==> src/rtl/core/kst_pkg.sv <==
package kst_pkg;

    // Opcodes carried on the input tuser. The unused code does nothing and reports failure.
    localparam logic [2:0] OP_INSERT      = 3'd0;
    localparam logic [2:0] OP_REMOVE_KEY  = 3'd1;
    localparam logic [2:0] OP_REMOVE_RANK = 3'd2;
    localparam logic [2:0] OP_FIND_KEY    = 3'd3;
    localparam logic [2:0] OP_FIND_RANK   = 3'd4;
    localparam logic [2:0] OP_DRAW        = 3'd5;
    localparam logic [2:0] OP_SORT        = 3'd6;
    localparam logic [2:0] OP_UNUSED      = 3'd7;

    // One stored entry of the set: suit in the upper bits, rank in the lower bits.
    typedef struct packed {
        logic [2:0] suit;
        logic [3:0] rank;
    } t_entry;

    // Sort order: rank is the major field and suit the minor field.
    function automatic logic [6:0] sort_order(input t_entry e);
        return {e.rank, e.suit};
    endfunction

endpackage

==> src/rtl/core/keyed_set_table_engine.sv <==
// One item is worked on at a time: the next input beat can be taken in the cycle after the
// result is loaded, and the result is loaded only once the sink has taken any earlier result.
// Reset clears the entry count, the sequencer and the output valid; the store is not cleared.
module keyed_set_table_engine import kst_pkg::*; #(
    parameter int CAPACITY = 64
) (
    input  logic        i_clk,
    input  logic        i_rst_n,
    input  logic        i_s_tvalid,
    output logic        o_s_tready,
    // Fields from bit 0 up: key_suit[2:0], key_rank[6:3], position[12:7], zero fill.
    input  logic [15:0] i_s_tdata,
    // Fields from bit 0 up: opcode[2:0].
    input  logic [2:0]  i_s_tuser,
    output logic        o_m_tvalid,
    input  logic        i_m_tready,
    // Fields from bit 0 up: ok[0], found_index[6:1], out_suit[9:7], out_rank[13:10],
    // entry_count[20:14], zero fill.
    output logic [23:0] o_m_tdata
);

    localparam int IW = $clog2(CAPACITY);
    localparam int CW = $clog2(CAPACITY + 1);
    localparam int PW = (CW > 6) ? CW : 6;
    localparam logic [CW-1:0] CAP = CW'(CAPACITY);
    localparam logic [CW-1:0] ONE = CW'(1);
    localparam logic [CW-1:0] TWO = CW'(2);

    typedef enum logic [8:0] {
        S_IDLE     = 9'b000000001,
        S_DISP     = 9'b000000010,
        S_SCAN     = 9'b000000100,
        S_DRAW     = 9'b000001000,
        S_SHIFT    = 9'b000010000,
        S_SORT_LDW = 9'b000100000,
        S_SORT_CMP = 9'b001000000,
        S_SORT_PUT = 9'b010000000,
        S_DONE     = 9'b100000000
    } t_state;

    t_state        r_state, n_state;
    logic [2:0]    r_op;
    logic [2:0]    r_suit;
    logic [3:0]    r_rank;
    logic [5:0]    r_pos;
    logic [CW-1:0] r_count, n_count;
    logic [CW-1:0] r_ptr, n_ptr;
    logic [CW-1:0] r_wa, n_wa;
    logic          r_pend, n_pend;
    logic [CW-1:0] r_i, n_i;
    logic [CW-1:0] r_j, n_j;
    t_entry        r_v, n_v;
    logic          r_res_ok, n_res_ok;
    logic [5:0]    r_res_idx, n_res_idx;
    logic [2:0]    r_res_suit, n_res_suit;
    logic [3:0]    r_res_rank, n_res_rank;
    logic          r_ovld, n_ovld;
    logic [20:0]   r_obeat, n_obeat;

    logic          wr_en;
    logic [IW-1:0] wr_addr;
    t_entry        wr_data;
    logic [IW-1:0] rd_addr;
    t_entry        rd_data;

    t_entry        key;
    logic          by_rank;
    logic          issue;
    logic          match;
    logic [CW-1:0] hit_pos;
    logic [CW-1:0] i_next;
    logic          load_out;

    kst_ram #(
        .DEPTH(CAPACITY)
    ) u_store (
        .i_clk    (i_clk),
        .i_wr_en  (wr_en),
        .i_wr_addr(wr_addr),
        .i_wr_data(wr_data),
        .i_rd_addr(rd_addr),
        .o_rd_data(rd_data)
    );

    assign o_s_tready = (r_state == S_IDLE);
    assign o_m_tvalid = r_ovld;
    assign o_m_tdata  = {3'b000, r_obeat};

    // Helpers for the scan, shift and sort steps and for the output register.
    assign key      = '{suit: r_suit, rank: r_rank};
    assign by_rank  = (r_op == OP_REMOVE_RANK) || (r_op == OP_FIND_RANK);
    assign issue    = (r_ptr < r_count);
    assign hit_pos  = r_ptr - ONE;
    assign match    = r_pend && (by_rank ? (rd_data.rank == r_rank) : (rd_data == key));
    assign i_next   = r_i + ONE;
    assign load_out = (r_state == S_DONE) && (!r_ovld || i_m_tready);

    // Sequencer: read, compare and write back through the store's one read port and one write port.
    always_comb begin
        n_state    = r_state;
        n_count    = r_count;
        n_ptr      = r_ptr;
        n_wa       = r_wa;
        n_pend     = r_pend;
        n_i        = r_i;
        n_j        = r_j;
        n_v        = r_v;
        n_res_ok   = r_res_ok;
        n_res_idx  = r_res_idx;
        n_res_suit = r_res_suit;
        n_res_rank = r_res_rank;
        wr_en      = 1'b0;
        wr_addr    = '0;
        wr_data    = r_v;
        rd_addr    = '0;

        case (r_state)
            S_IDLE: begin
                if (i_s_tvalid) begin
                    n_state = S_DISP;
                end
            end

            S_DISP: begin
                n_res_ok   = 1'b0;
                n_res_idx  = '0;
                n_res_suit = '0;
                n_res_rank = '0;
                n_ptr      = '0;
                n_pend     = 1'b0;
                case (r_op)
                    OP_INSERT, OP_REMOVE_KEY, OP_REMOVE_RANK, OP_FIND_KEY, OP_FIND_RANK: begin
                        n_state = S_SCAN;
                    end
                    OP_DRAW: begin
                        if (PW'(r_pos) < PW'(r_count)) begin
                            rd_addr = IW'(r_pos);
                            n_state = S_DRAW;
                        end else begin
                            n_state = S_DONE;
                        end
                    end
                    OP_SORT: begin
                        n_res_ok = 1'b1;
                        if (r_count > ONE) begin
                            rd_addr = IW'(ONE);
                            n_i     = ONE;
                            n_state = S_SORT_LDW;
                        end else begin
                            n_state = S_DONE;
                        end
                    end
                    default: begin
                        n_state = S_DONE;
                    end
                endcase
            end

            // Linear search: one read issued per cycle, its data compared in the following cycle.
            S_SCAN: begin
                rd_addr = IW'(r_ptr);
                if (match) begin
                    case (r_op)
                        OP_REMOVE_KEY, OP_REMOVE_RANK: begin
                            n_wa    = hit_pos;
                            n_pend  = 1'b0;
                            n_state = S_SHIFT;
                        end
                        OP_FIND_KEY, OP_FIND_RANK: begin
                            n_res_ok  = 1'b1;
                            n_res_idx = 6'(hit_pos);
                            n_state   = S_DONE;
                        end
                        default: begin
                            n_state = S_DONE;
                        end
                    endcase
                end else if (!issue) begin
                    if ((r_op == OP_INSERT) && (r_count < CAP)) begin
                        wr_en    = 1'b1;
                        wr_addr  = IW'(r_count);
                        wr_data  = key;
                        n_count  = r_count + ONE;
                        n_res_ok = 1'b1;
                    end
                    n_state = S_DONE;
                end else begin
                    n_ptr  = r_ptr + ONE;
                    n_pend = 1'b1;
                end
            end

            // The drawn entry arrives; then close the gap behind it.
            S_DRAW: begin
                n_res_suit = rd_data.suit;
                n_res_rank = rd_data.rank;
                n_wa       = CW'(r_pos);
                n_ptr      = CW'(r_pos) + ONE;
                n_pend     = 1'b0;
                n_state    = S_SHIFT;
            end

            // Move every later entry down one place: read ahead, write one behind.
            S_SHIFT: begin
                rd_addr = IW'(r_ptr);
                if (r_pend) begin
                    wr_en   = 1'b1;
                    wr_addr = IW'(r_wa);
                    wr_data = rd_data;
                    n_wa    = r_wa + ONE;
                end
                if (issue) begin
                    n_ptr  = r_ptr + ONE;
                    n_pend = 1'b1;
                end else begin
                    n_count  = r_count - ONE;
                    n_res_ok = 1'b1;
                    n_state  = S_DONE;
                end
            end

            // Insertion sort: take entry i and ask for its left neighbor.
            S_SORT_LDW: begin
                n_v     = rd_data;
                n_j     = r_i;
                rd_addr = IW'(r_i - ONE);
                n_state = S_SORT_CMP;
            end

            S_SORT_CMP: begin
                wr_en   = 1'b1;
                wr_addr = IW'(r_j);
                if (sort_order(rd_data) > sort_order(r_v)) begin
                    wr_data = rd_data;
                    n_j     = r_j - ONE;
                    if (r_j == ONE) begin
                        n_state = S_SORT_PUT;
                    end else begin
                        rd_addr = IW'(r_j - TWO);
                    end
                end else begin
                    wr_data = r_v;
                    if (i_next >= r_count) begin
                        n_state = S_DONE;
                    end else begin
                        n_i     = i_next;
                        rd_addr = IW'(i_next);
                        n_state = S_SORT_LDW;
                    end
                end
            end

            // The held entry belongs at the front.
            S_SORT_PUT: begin
                wr_en   = 1'b1;
                wr_addr = IW'(r_j);
                wr_data = r_v;
                if (i_next >= r_count) begin
                    n_state = S_DONE;
                end else begin
                    n_i     = i_next;
                    rd_addr = IW'(i_next);
                    n_state = S_SORT_LDW;
                end
            end

            S_DONE: begin
                if (!r_ovld || i_m_tready) begin
                    n_state = S_IDLE;
                end
            end

            default: begin
                n_state = S_IDLE;
            end
        endcase
    end

    // Output register: holds one result beat until the sink takes it.
    always_comb begin
        n_ovld  = r_ovld;
        n_obeat = r_obeat;
        if (load_out) begin
            n_ovld  = 1'b1;
            n_obeat = {7'(r_count), r_res_rank, r_res_suit, r_res_idx, r_res_ok};
        end else if (i_m_tready) begin
            n_ovld = 1'b0;
        end
    end

    // Control state.
    always_ff @(posedge i_clk) begin
        if (!i_rst_n) begin
            r_state <= S_IDLE;
            r_count <= '0;
            r_ovld  <= 1'b0;
        end else begin
            r_state <= n_state;
            r_count <= n_count;
            r_ovld  <= n_ovld;
        end
    end

    // Payload and working registers.
    always_ff @(posedge i_clk) begin
        if ((r_state == S_IDLE) && i_s_tvalid) begin
            r_op   <= i_s_tuser;
            r_suit <= i_s_tdata[2:0];
            r_rank <= i_s_tdata[6:3];
            r_pos  <= i_s_tdata[12:7];
        end
        r_ptr      <= n_ptr;
        r_wa       <= n_wa;
        r_pend     <= n_pend;
        r_i        <= n_i;
        r_j        <= n_j;
        r_v        <= n_v;
        r_res_ok   <= n_res_ok;
        r_res_idx  <= n_res_idx;
        r_res_suit <= n_res_suit;
        r_res_rank <= n_res_rank;
        r_obeat    <= n_obeat;
    end

endmodule

==> src/rtl/core/kst_ram.sv <==
module kst_ram import kst_pkg::*; #(
    parameter int DEPTH = 64
) (
    input  logic                     i_clk,
    input  logic                     i_wr_en,
    input  logic [$clog2(DEPTH)-1:0] i_wr_addr,
    input  t_entry                   i_wr_data,
    input  logic [$clog2(DEPTH)-1:0] i_rd_addr,
    output t_entry                   o_rd_data
);

    t_entry r_mem [DEPTH];
    t_entry r_rd_data;

    // Write port.
    always_ff @(posedge i_clk) begin
        if (i_wr_en) begin
            r_mem[i_wr_addr] <= i_wr_data;
        end
    end

    // Registered read port.
    always_ff @(posedge i_clk) begin
        r_rd_data <= r_mem[i_rd_addr];
    end

    assign o_rd_data = r_rd_data;

endmodule

==> config.mk <==
export PLATFORM = sky130hd
export DESIGN_NAME = keyed_set_table_engine
export DESIGN_NICKNAME = d
export VERILOG_FILES = /design/src/rtl/core/kst_pkg.sv /design/src/rtl/core/keyed_set_table_engine.sv /design/src/rtl/core/kst_ram.sv
export SDC_FILE = /design/constraint.sdc
export NUM_CORES = 1
export LEC_CHECK = 0
export ABC_CLOCK_PERIOD_IN_PS = 4260
export BUFFER_PORTS_ARGS = -buffer_cell sky130_fd_sc_hd__buf_2
export CAP_MARGIN = 5
export CORE_MARGIN = 4
export CORE_UTILIZATION = 57
export DETAILED_ROUTE_END_ITERATION = 8
export PLACE_DENSITY = 0.87
export RECOVER_POWER = 25
export SETUP_SLACK_MARGIN = 0.5
export SLEW_MARGIN = 20
export SYNTH_ARGS = -nofsm -noshare
export SYNTH_HDL_FRONTEND = slang
export SYNTH_HIERARCHICAL = 1
export SYNTH_SLANG_ARGS = --single-unit
==> constraint.sdc <==
create_clock -name i_clk -period 4.26 [get_ports i_clk]
set_input_delay 0.639 -clock i_clk [delete_from_list [all_inputs] [get_ports i_clk]]
set_output_delay 0.639 -clock i_clk [all_outputs]
set_load 0.05 [all_outputs]
-- Yosys cells after proc, flatten, opt, wreduce, memory -nomap -nowiden
Memory sizes are Yosys's and may differ from the RTL's. A register that Yosys moved wholly into a read port is not among the register bits.
Cells that the tools add are included.
- flip-flop bits (word level): 104
- memory bits (writable): 448
- bits of input ports: 23
- memories: 1
- add/sub/neg operators: 10
- order comparisons: 6
- equality and inequality tests: 37
- multiplexer cells: 75
- reduce and logical (&&, ||, !) cells: 33
- memories (name ; depth ; width ; read ports ; clocked after Yosys merged registers in ; write ports ; line ; source):
    u_store.r_mem ; 64 ; 7 ; 1 ; 1 ; 1 ; kst_ram.sv:12 ; t_entry r_mem [DEPTH];
- operator list (kind ; number):
    7-bit two-way mux ; 19
    9-bit two-way mux ; 10
    9-bit one-hot mux with 9 select lines ; 1
    7-bit one-hot mux with 3 select lines ; 3
    6-bit two-way mux ; 10
    6-bit one-hot mux with 5 select lines ; 1
    7-bit by 1-bit adder with 7-bit output, second input constant ; 4
    7-bit one-hot mux with 2 select lines ; 2
    7-bit one-hot mux with 4 select lines ; 1
    9-bit one-hot mux with 3 select lines ; 1
    6-bit one-hot mux with 2 select lines ; 2
    2-bit != test, second input constant ; 11
    7-bit by 1-bit subtractor with 7-bit output, second input constant ; 3
    1-bit two-way mux ; 19
    6-bit one-hot mux with 3 select lines ; 1
    3-bit nonzero test ; 4
    5-bit AND reduction ; 2
    2-bit nonzero test ; 5
    2-bit OR reduction ; 5
    3-bit == test, second input constant ; 3
    9-bit by 1-bit == test with 1-bit output, second input constant ; 1
    9-bit by 2-bit == test with 1-bit output, second input constant ; 1
    9-bit by 3-bit == test with 1-bit output, second input constant ; 1
    9-bit by 4-bit == test with 1-bit output, second input constant ; 1
    34 further kinds ; 50

-- Logic depth before layout (Yosys ltp)
- depth after elaboration: 8
- mapped depth: 19
- mapped depth without buffers: 15

-- By module
Netlist, hierarchy kept.
- modules (own cells, without submodules) (module ; times used ; cells an instance ; area each (sq um) ; seq. area each (sq um)):
    kst_ram ; 1 ; 859 ; 17694.5 ; 13593.0
    keyed_set_table_engine ; 1 ; 608 ; 6343.6 ; 2922.8

-- Worst setup path after synthesis
No wires, ideal clock.
- path type: reg-to-reg
- start: reg r_i[2]
- end: reg u_store/o_rd_data[4] (netlist name)
- setup time: 117 ps
- arrival time: 4071 ps
- path slack: 72 ps
- stages on the path, launching flop included: 18
- cell sequence: edfxtp_1 -> clkbuf_1 -> and3_1 -> and3_1 -> xor2_1 -> ha_1 -> a21o_1 -> a221o_1 -> a31oi_2 -> and3_1 -> clkbuf_1 -> a221o_1 -> buf_2 -> clkbuf_1 -> mux4_2 -> mux2i_1 -> a21oi_1 -> a22o_1
- word-level cells in the longest chain between the ends: 5
- RTL lines (element ; line ; source):
    from (decl) ; keyed_set_table_engine.sv:50 ; logic [CW-1:0] r_i, n_i;
    from (signal assigned) ; keyed_set_table_engine.sv:315 ; r_i <= n_i;
    7-bit by 1-bit adder with 7-bit output * ; keyed_set_table_engine.sv:95 ; assign i_next = r_i + ONE;
    7-bit greater-or-equal comparator * ; keyed_set_table_engine.sv:243, keyed_set_table_engine.sv:258 ;
    6-bit two-way mux * ; keyed_set_table_engine.sv:243, keyed_set_table_engine.sv:258 ;
    6-bit two-way mux ; keyed_set_table_engine.sv:233 ; if (sort_order(rd_data) > sort_order(r_v)) begin
    6-bit one-hot mux with 5 select lines * ; keyed_set_table_engine.sv:117 ; case (r_state)
    via rd_addr[1] ; keyed_set_table_engine.sv:63 ; logic [IW-1:0] rd_addr;
Mark *: on every way through the listed nets, which the timed path passes. The rest lies on a longest branch.
A chain may end at the register's enable or synchronous reset.

-- Worst setup path in the final report
- start: reg r_i[1]
- end: reg u_store/o_rd_data[6] (netlist name)
- word-level cells in the longest chain between the ends: 5
- RTL lines (element ; line):
    7-bit by 1-bit adder with 7-bit output * ; keyed_set_table_engine.sv:95
    7-bit greater-or-equal comparator * ; keyed_set_table_engine.sv:243, keyed_set_table_engine.sv:258
    6-bit two-way mux * ; keyed_set_table_engine.sv:243, keyed_set_table_engine.sv:258
    6-bit two-way mux ; keyed_set_table_engine.sv:233
    6-bit one-hot mux with 5 select lines * ; keyed_set_table_engine.sv:117
    via rd_addr[0] ; keyed_set_table_engine.sv:63
Marked as above.

==> results.json <==
{
  "status": "complete, but fails checks",
  "violations": "max-capacitance violations, max-slew violations",
  "drive_gt1_frac": 0.268,
  "grt_max_degree": 65,
  "core_area_mm2": 0.0413,
  "p_int_w": 0.00864,
  "hold-worst-slack_ns": 0.221,
  "h-tree-depth": 2,
  "cts_sinks": 558,
  "grtUsageTotal": 0.267,
  "leakagePower_nw": 9.22,
  "end_kind": "flop",
  "p_switching_w": 0.00215,
  "gp_congestion": 0.965,
  "fin_skew_ns": 0.0290,
  "synth_edf_count": 534,
  "max_cap_violations": 2,
  "ios": 49,
  "root_buffer": "clkbuf_16",
  "yosysMostFrequentCell": "edfxtp_1",
  "dieArea_mm2": 0.0455,
  "synth_area_per_cell_um2": 16.4,
  "synth-seq-area-share": 0.687,
  "io_buffers": 42,
  "synth_top_area_frac": 0.667,
  "dp_cells": 2128,
  "post_drt_wl_per_cell_um": 27.3,
  "synthArstFlopShare": 0,
  "synth_compound_area_frac": 0.0604,
  "diodes": 0,
  "p_seq_frac": 0.554,
  "fp.dieW_um": 213,
  "grt_pass1_wl_mm": 91.4,
  "clock_latency_ns": 0.61,
  "dpl_cell_area_mm2": 0.0260,
  "max_freq_mhz": 237,
  "antenna_found_initial": 0,
  "synth_top_family_by_area": "multiplexers",
  "yosysWarnings": 6,
  "netlist_area_mm2": 0.0240,
  "synth_ff_type": "edfxtp_1",
  "critPathKind": "reg2reg",
  "netlist-cell-type-count": 74,
  "clk_pin_slew_ns": 0.06,
  "rsz0062_at_grt": "yes",
  "hold_viol": 0,
  "via_per_inst": 6.63,
  "synth_xor_area_frac": 0.0186,
  "num_vias": 14900,
  "slew_headroom": -0.351,
  "totalWireLength_mm": 61.3,
  "stdcell_area_mm2": 0.0282,
  "cts_buffer_depth": 3,
  "final_cells": 2248,
  "pwr-share-comb": 0.016,
  "drtAntennaViolNets": 0,
  "drcViolationCount": 0,
  "post-route-period-util": 0.990,
  "cts_tree": "built",
  "syn2layout_area_growth_pct": 17.3,
  "grt_overflow_total": 0,
  "switching_share": 0.199,
  "p_per_area_mw_per_mm2": 383,
  "startpoint_type": "flop",
  "finalSetupViolCount": 0,
  "worst_slew_pin_slew_ns": 2.01,
  "synth_seq_cells": 558,
  "numCtsBuffers": 53,
  "synth_common_cells": "534 x edfxtp_1, 121 x nor2_1, 106 x mux4_2, 73 x nand2_1",
  "synth-simple-area-share": 0.0807,
  "finalCriticalPeriod_ns": 4.22,
  "initial_utilization": 0.582,
  "drt_pass1_iterations": 6,
  "cp_max_fo": 8,
  "post-place-ws_ns": -0.0774,
  "synth_top_area_cell": "edfxtp_1",
  "cp_data_required_time_ns": 4.70,
  "post-route-worst-setup-slack_ns": 0.0416,
  "num_rows": 74,
  "peakVddDrop_mv": 0.384,
  "muxShareOfSynthArea": 0.111,
  "synthCells": 1467,
  "arrival_ns": 4.66,
  "hold_class": "in2reg",
  "dpl.hpwl_mm": 37.2,
  "clockPowerShare": 0.430,
  "synthTopCellsByArea": "edfxtp_1 67%, mux4_2 9.9%, dfxtp_1 2.0%",
  "synthAdderAreaFrac": 0.0198,
  "die_y_um": 213,
  "slew_viol_final": 33,
  "drt_iter0_drc": 2140,
  "layout.nets": 1734,
  "grt_pass1_vias": 15200
}
sequential cells by signal, summed over array words and instances, names as in the netlist:
| register | flops |
|---|---|
| r_pend | 1 |
| r_state | 9 |
| r_res_rank | 4 |
| r_res_suit | 3 |
| r_v | 7 |
| o_m_tvalid | 1 |
| r_op | 3 |
| r_wa | 6 |
| r_ptr | 7 |
| r_i | 7 |
| u_store/r_mem | 448 |
| r_rank | 4 |
| r_count | 7 |
| r_suit | 3 |
| u_store/o_rd_data | 7 |
| r_obeat | 21 |
| r_pos | 6 |
| r_j | 7 |
| r_res_ok | 1 |
| r_res_idx | 6 |
final cells by class:
class | count | area, um2
inverters | 29 | 109
flip-flops and latches | 558 | 16500
well taps | 532 | 666
clock buffers | 68 | 1400
repair buffers | 230 | 1950
multi-input cells | 801 | 7270
clock inverters | 30 | 282
fillers | 2477 | 13100
cells in the final DEF (no fill, tap or decap), types with 28 or more instances in the layout:
cell,n
clkbuf_1,44
nor2_1,117
nand3_1,28
buf_4,151
edfxtp_1,534
mux4_2,106
nand2_1,72
ha_1,36
clkbuf_16,55
xor2_1,31
repair_timing:
item                                    in CTS  in global routing
buffers inserted                            17                  2
pin swaps                                    8                  5
hold buffers                                 0                  0
endpoints found under the setup margin      77                392
gates resized for setup                     39                 25
cloned                                       2                  1
power by group through the flow:
stage	combinational (W)	sequential [W]	clock, W
floorplan	0.000119	0.00609	0
global placement	0.000160	0.00610	0
detailed placement	0.000166	0.00610	0
CTS	0.000170	0.00598	0.00467
global route	0.000182	0.00598	0.00493
finish	0.000168	0.00598	0.00464
kinds of logic (layout without fill, tap and decap cells):
logic type,count (synthesis),after routing
AOI/OAI and AO/OA,198,198
muxes,132,132
buffers and inverters,110,357
adders and majority gates,38,38
other,1,3
and+or+nand+nor,379,379
xor gates and xnor gates,51,51
DFF,558,558
final timing paths:
| check | from | endpoint | slack [ns] | cells after the start |
|---|---|---|---|---|
| min reg2reg | r_res_rank[1] | r_obeat[11] | 0.42 | 0 |
| max reg2reg | r_i[1] | u_store/o_rd_data[6] | 0.04 | 19 |
| min | i_s_tdata[5] | r_rank[2] | 0.22 | 1 |
| max | r_i[1] | u_store/o_rd_data[6] | 0.04 | 19 |
routing by layer:
| metal | track usage | share of wire | vias to the layer above |
|---|---|---|---|
| met2 | 0.440 | 0.50 | 1071 |
| met4 | 0.139 | 0.058 | 0 |
| met3 | 0.0540 | 0.10 | 261 |
| met5 | 0 | 0 | - |
| met1 | 0.341 | 0.34 | 7367 |
| li1 | - | - | 6215 |
stage by stage:
step / util / setup TNS, ns / power [W]
after global placement: 0.630 / 0 / 0.00626
after floorplan: - / 0 / 0.00620
after detailed placement: 0.630 / -0.213 / 0.00626
after global routing: 0.683 / -0.324 / 0.0111
final: 0.683 / 0 / 0.0108
after CTS: 0.682 / 0 / 0.0108
worst max-delay path, cell delays in order, from the launching register on:
cell      delay (ns)
edfxtp_1        0.42
and3_4          0.21
and3_4          0.18
xor2_2          0.15
ha_1            0.30
a21o_1          0.18
a221o_1         0.35
a31oi_4         0.18
buf_12          0.14
ha_4            0.12
a221o_4         0.17
buf_12          0.18
buf_16          0.15
buf_4           0.12
mux4_2          0.51
nand2_1         0.10
nand3_1         0.11
a41oi_2         0.27
buf_4           0.17
a41oi_1         0.06
(Power assumes the default switching activity.)
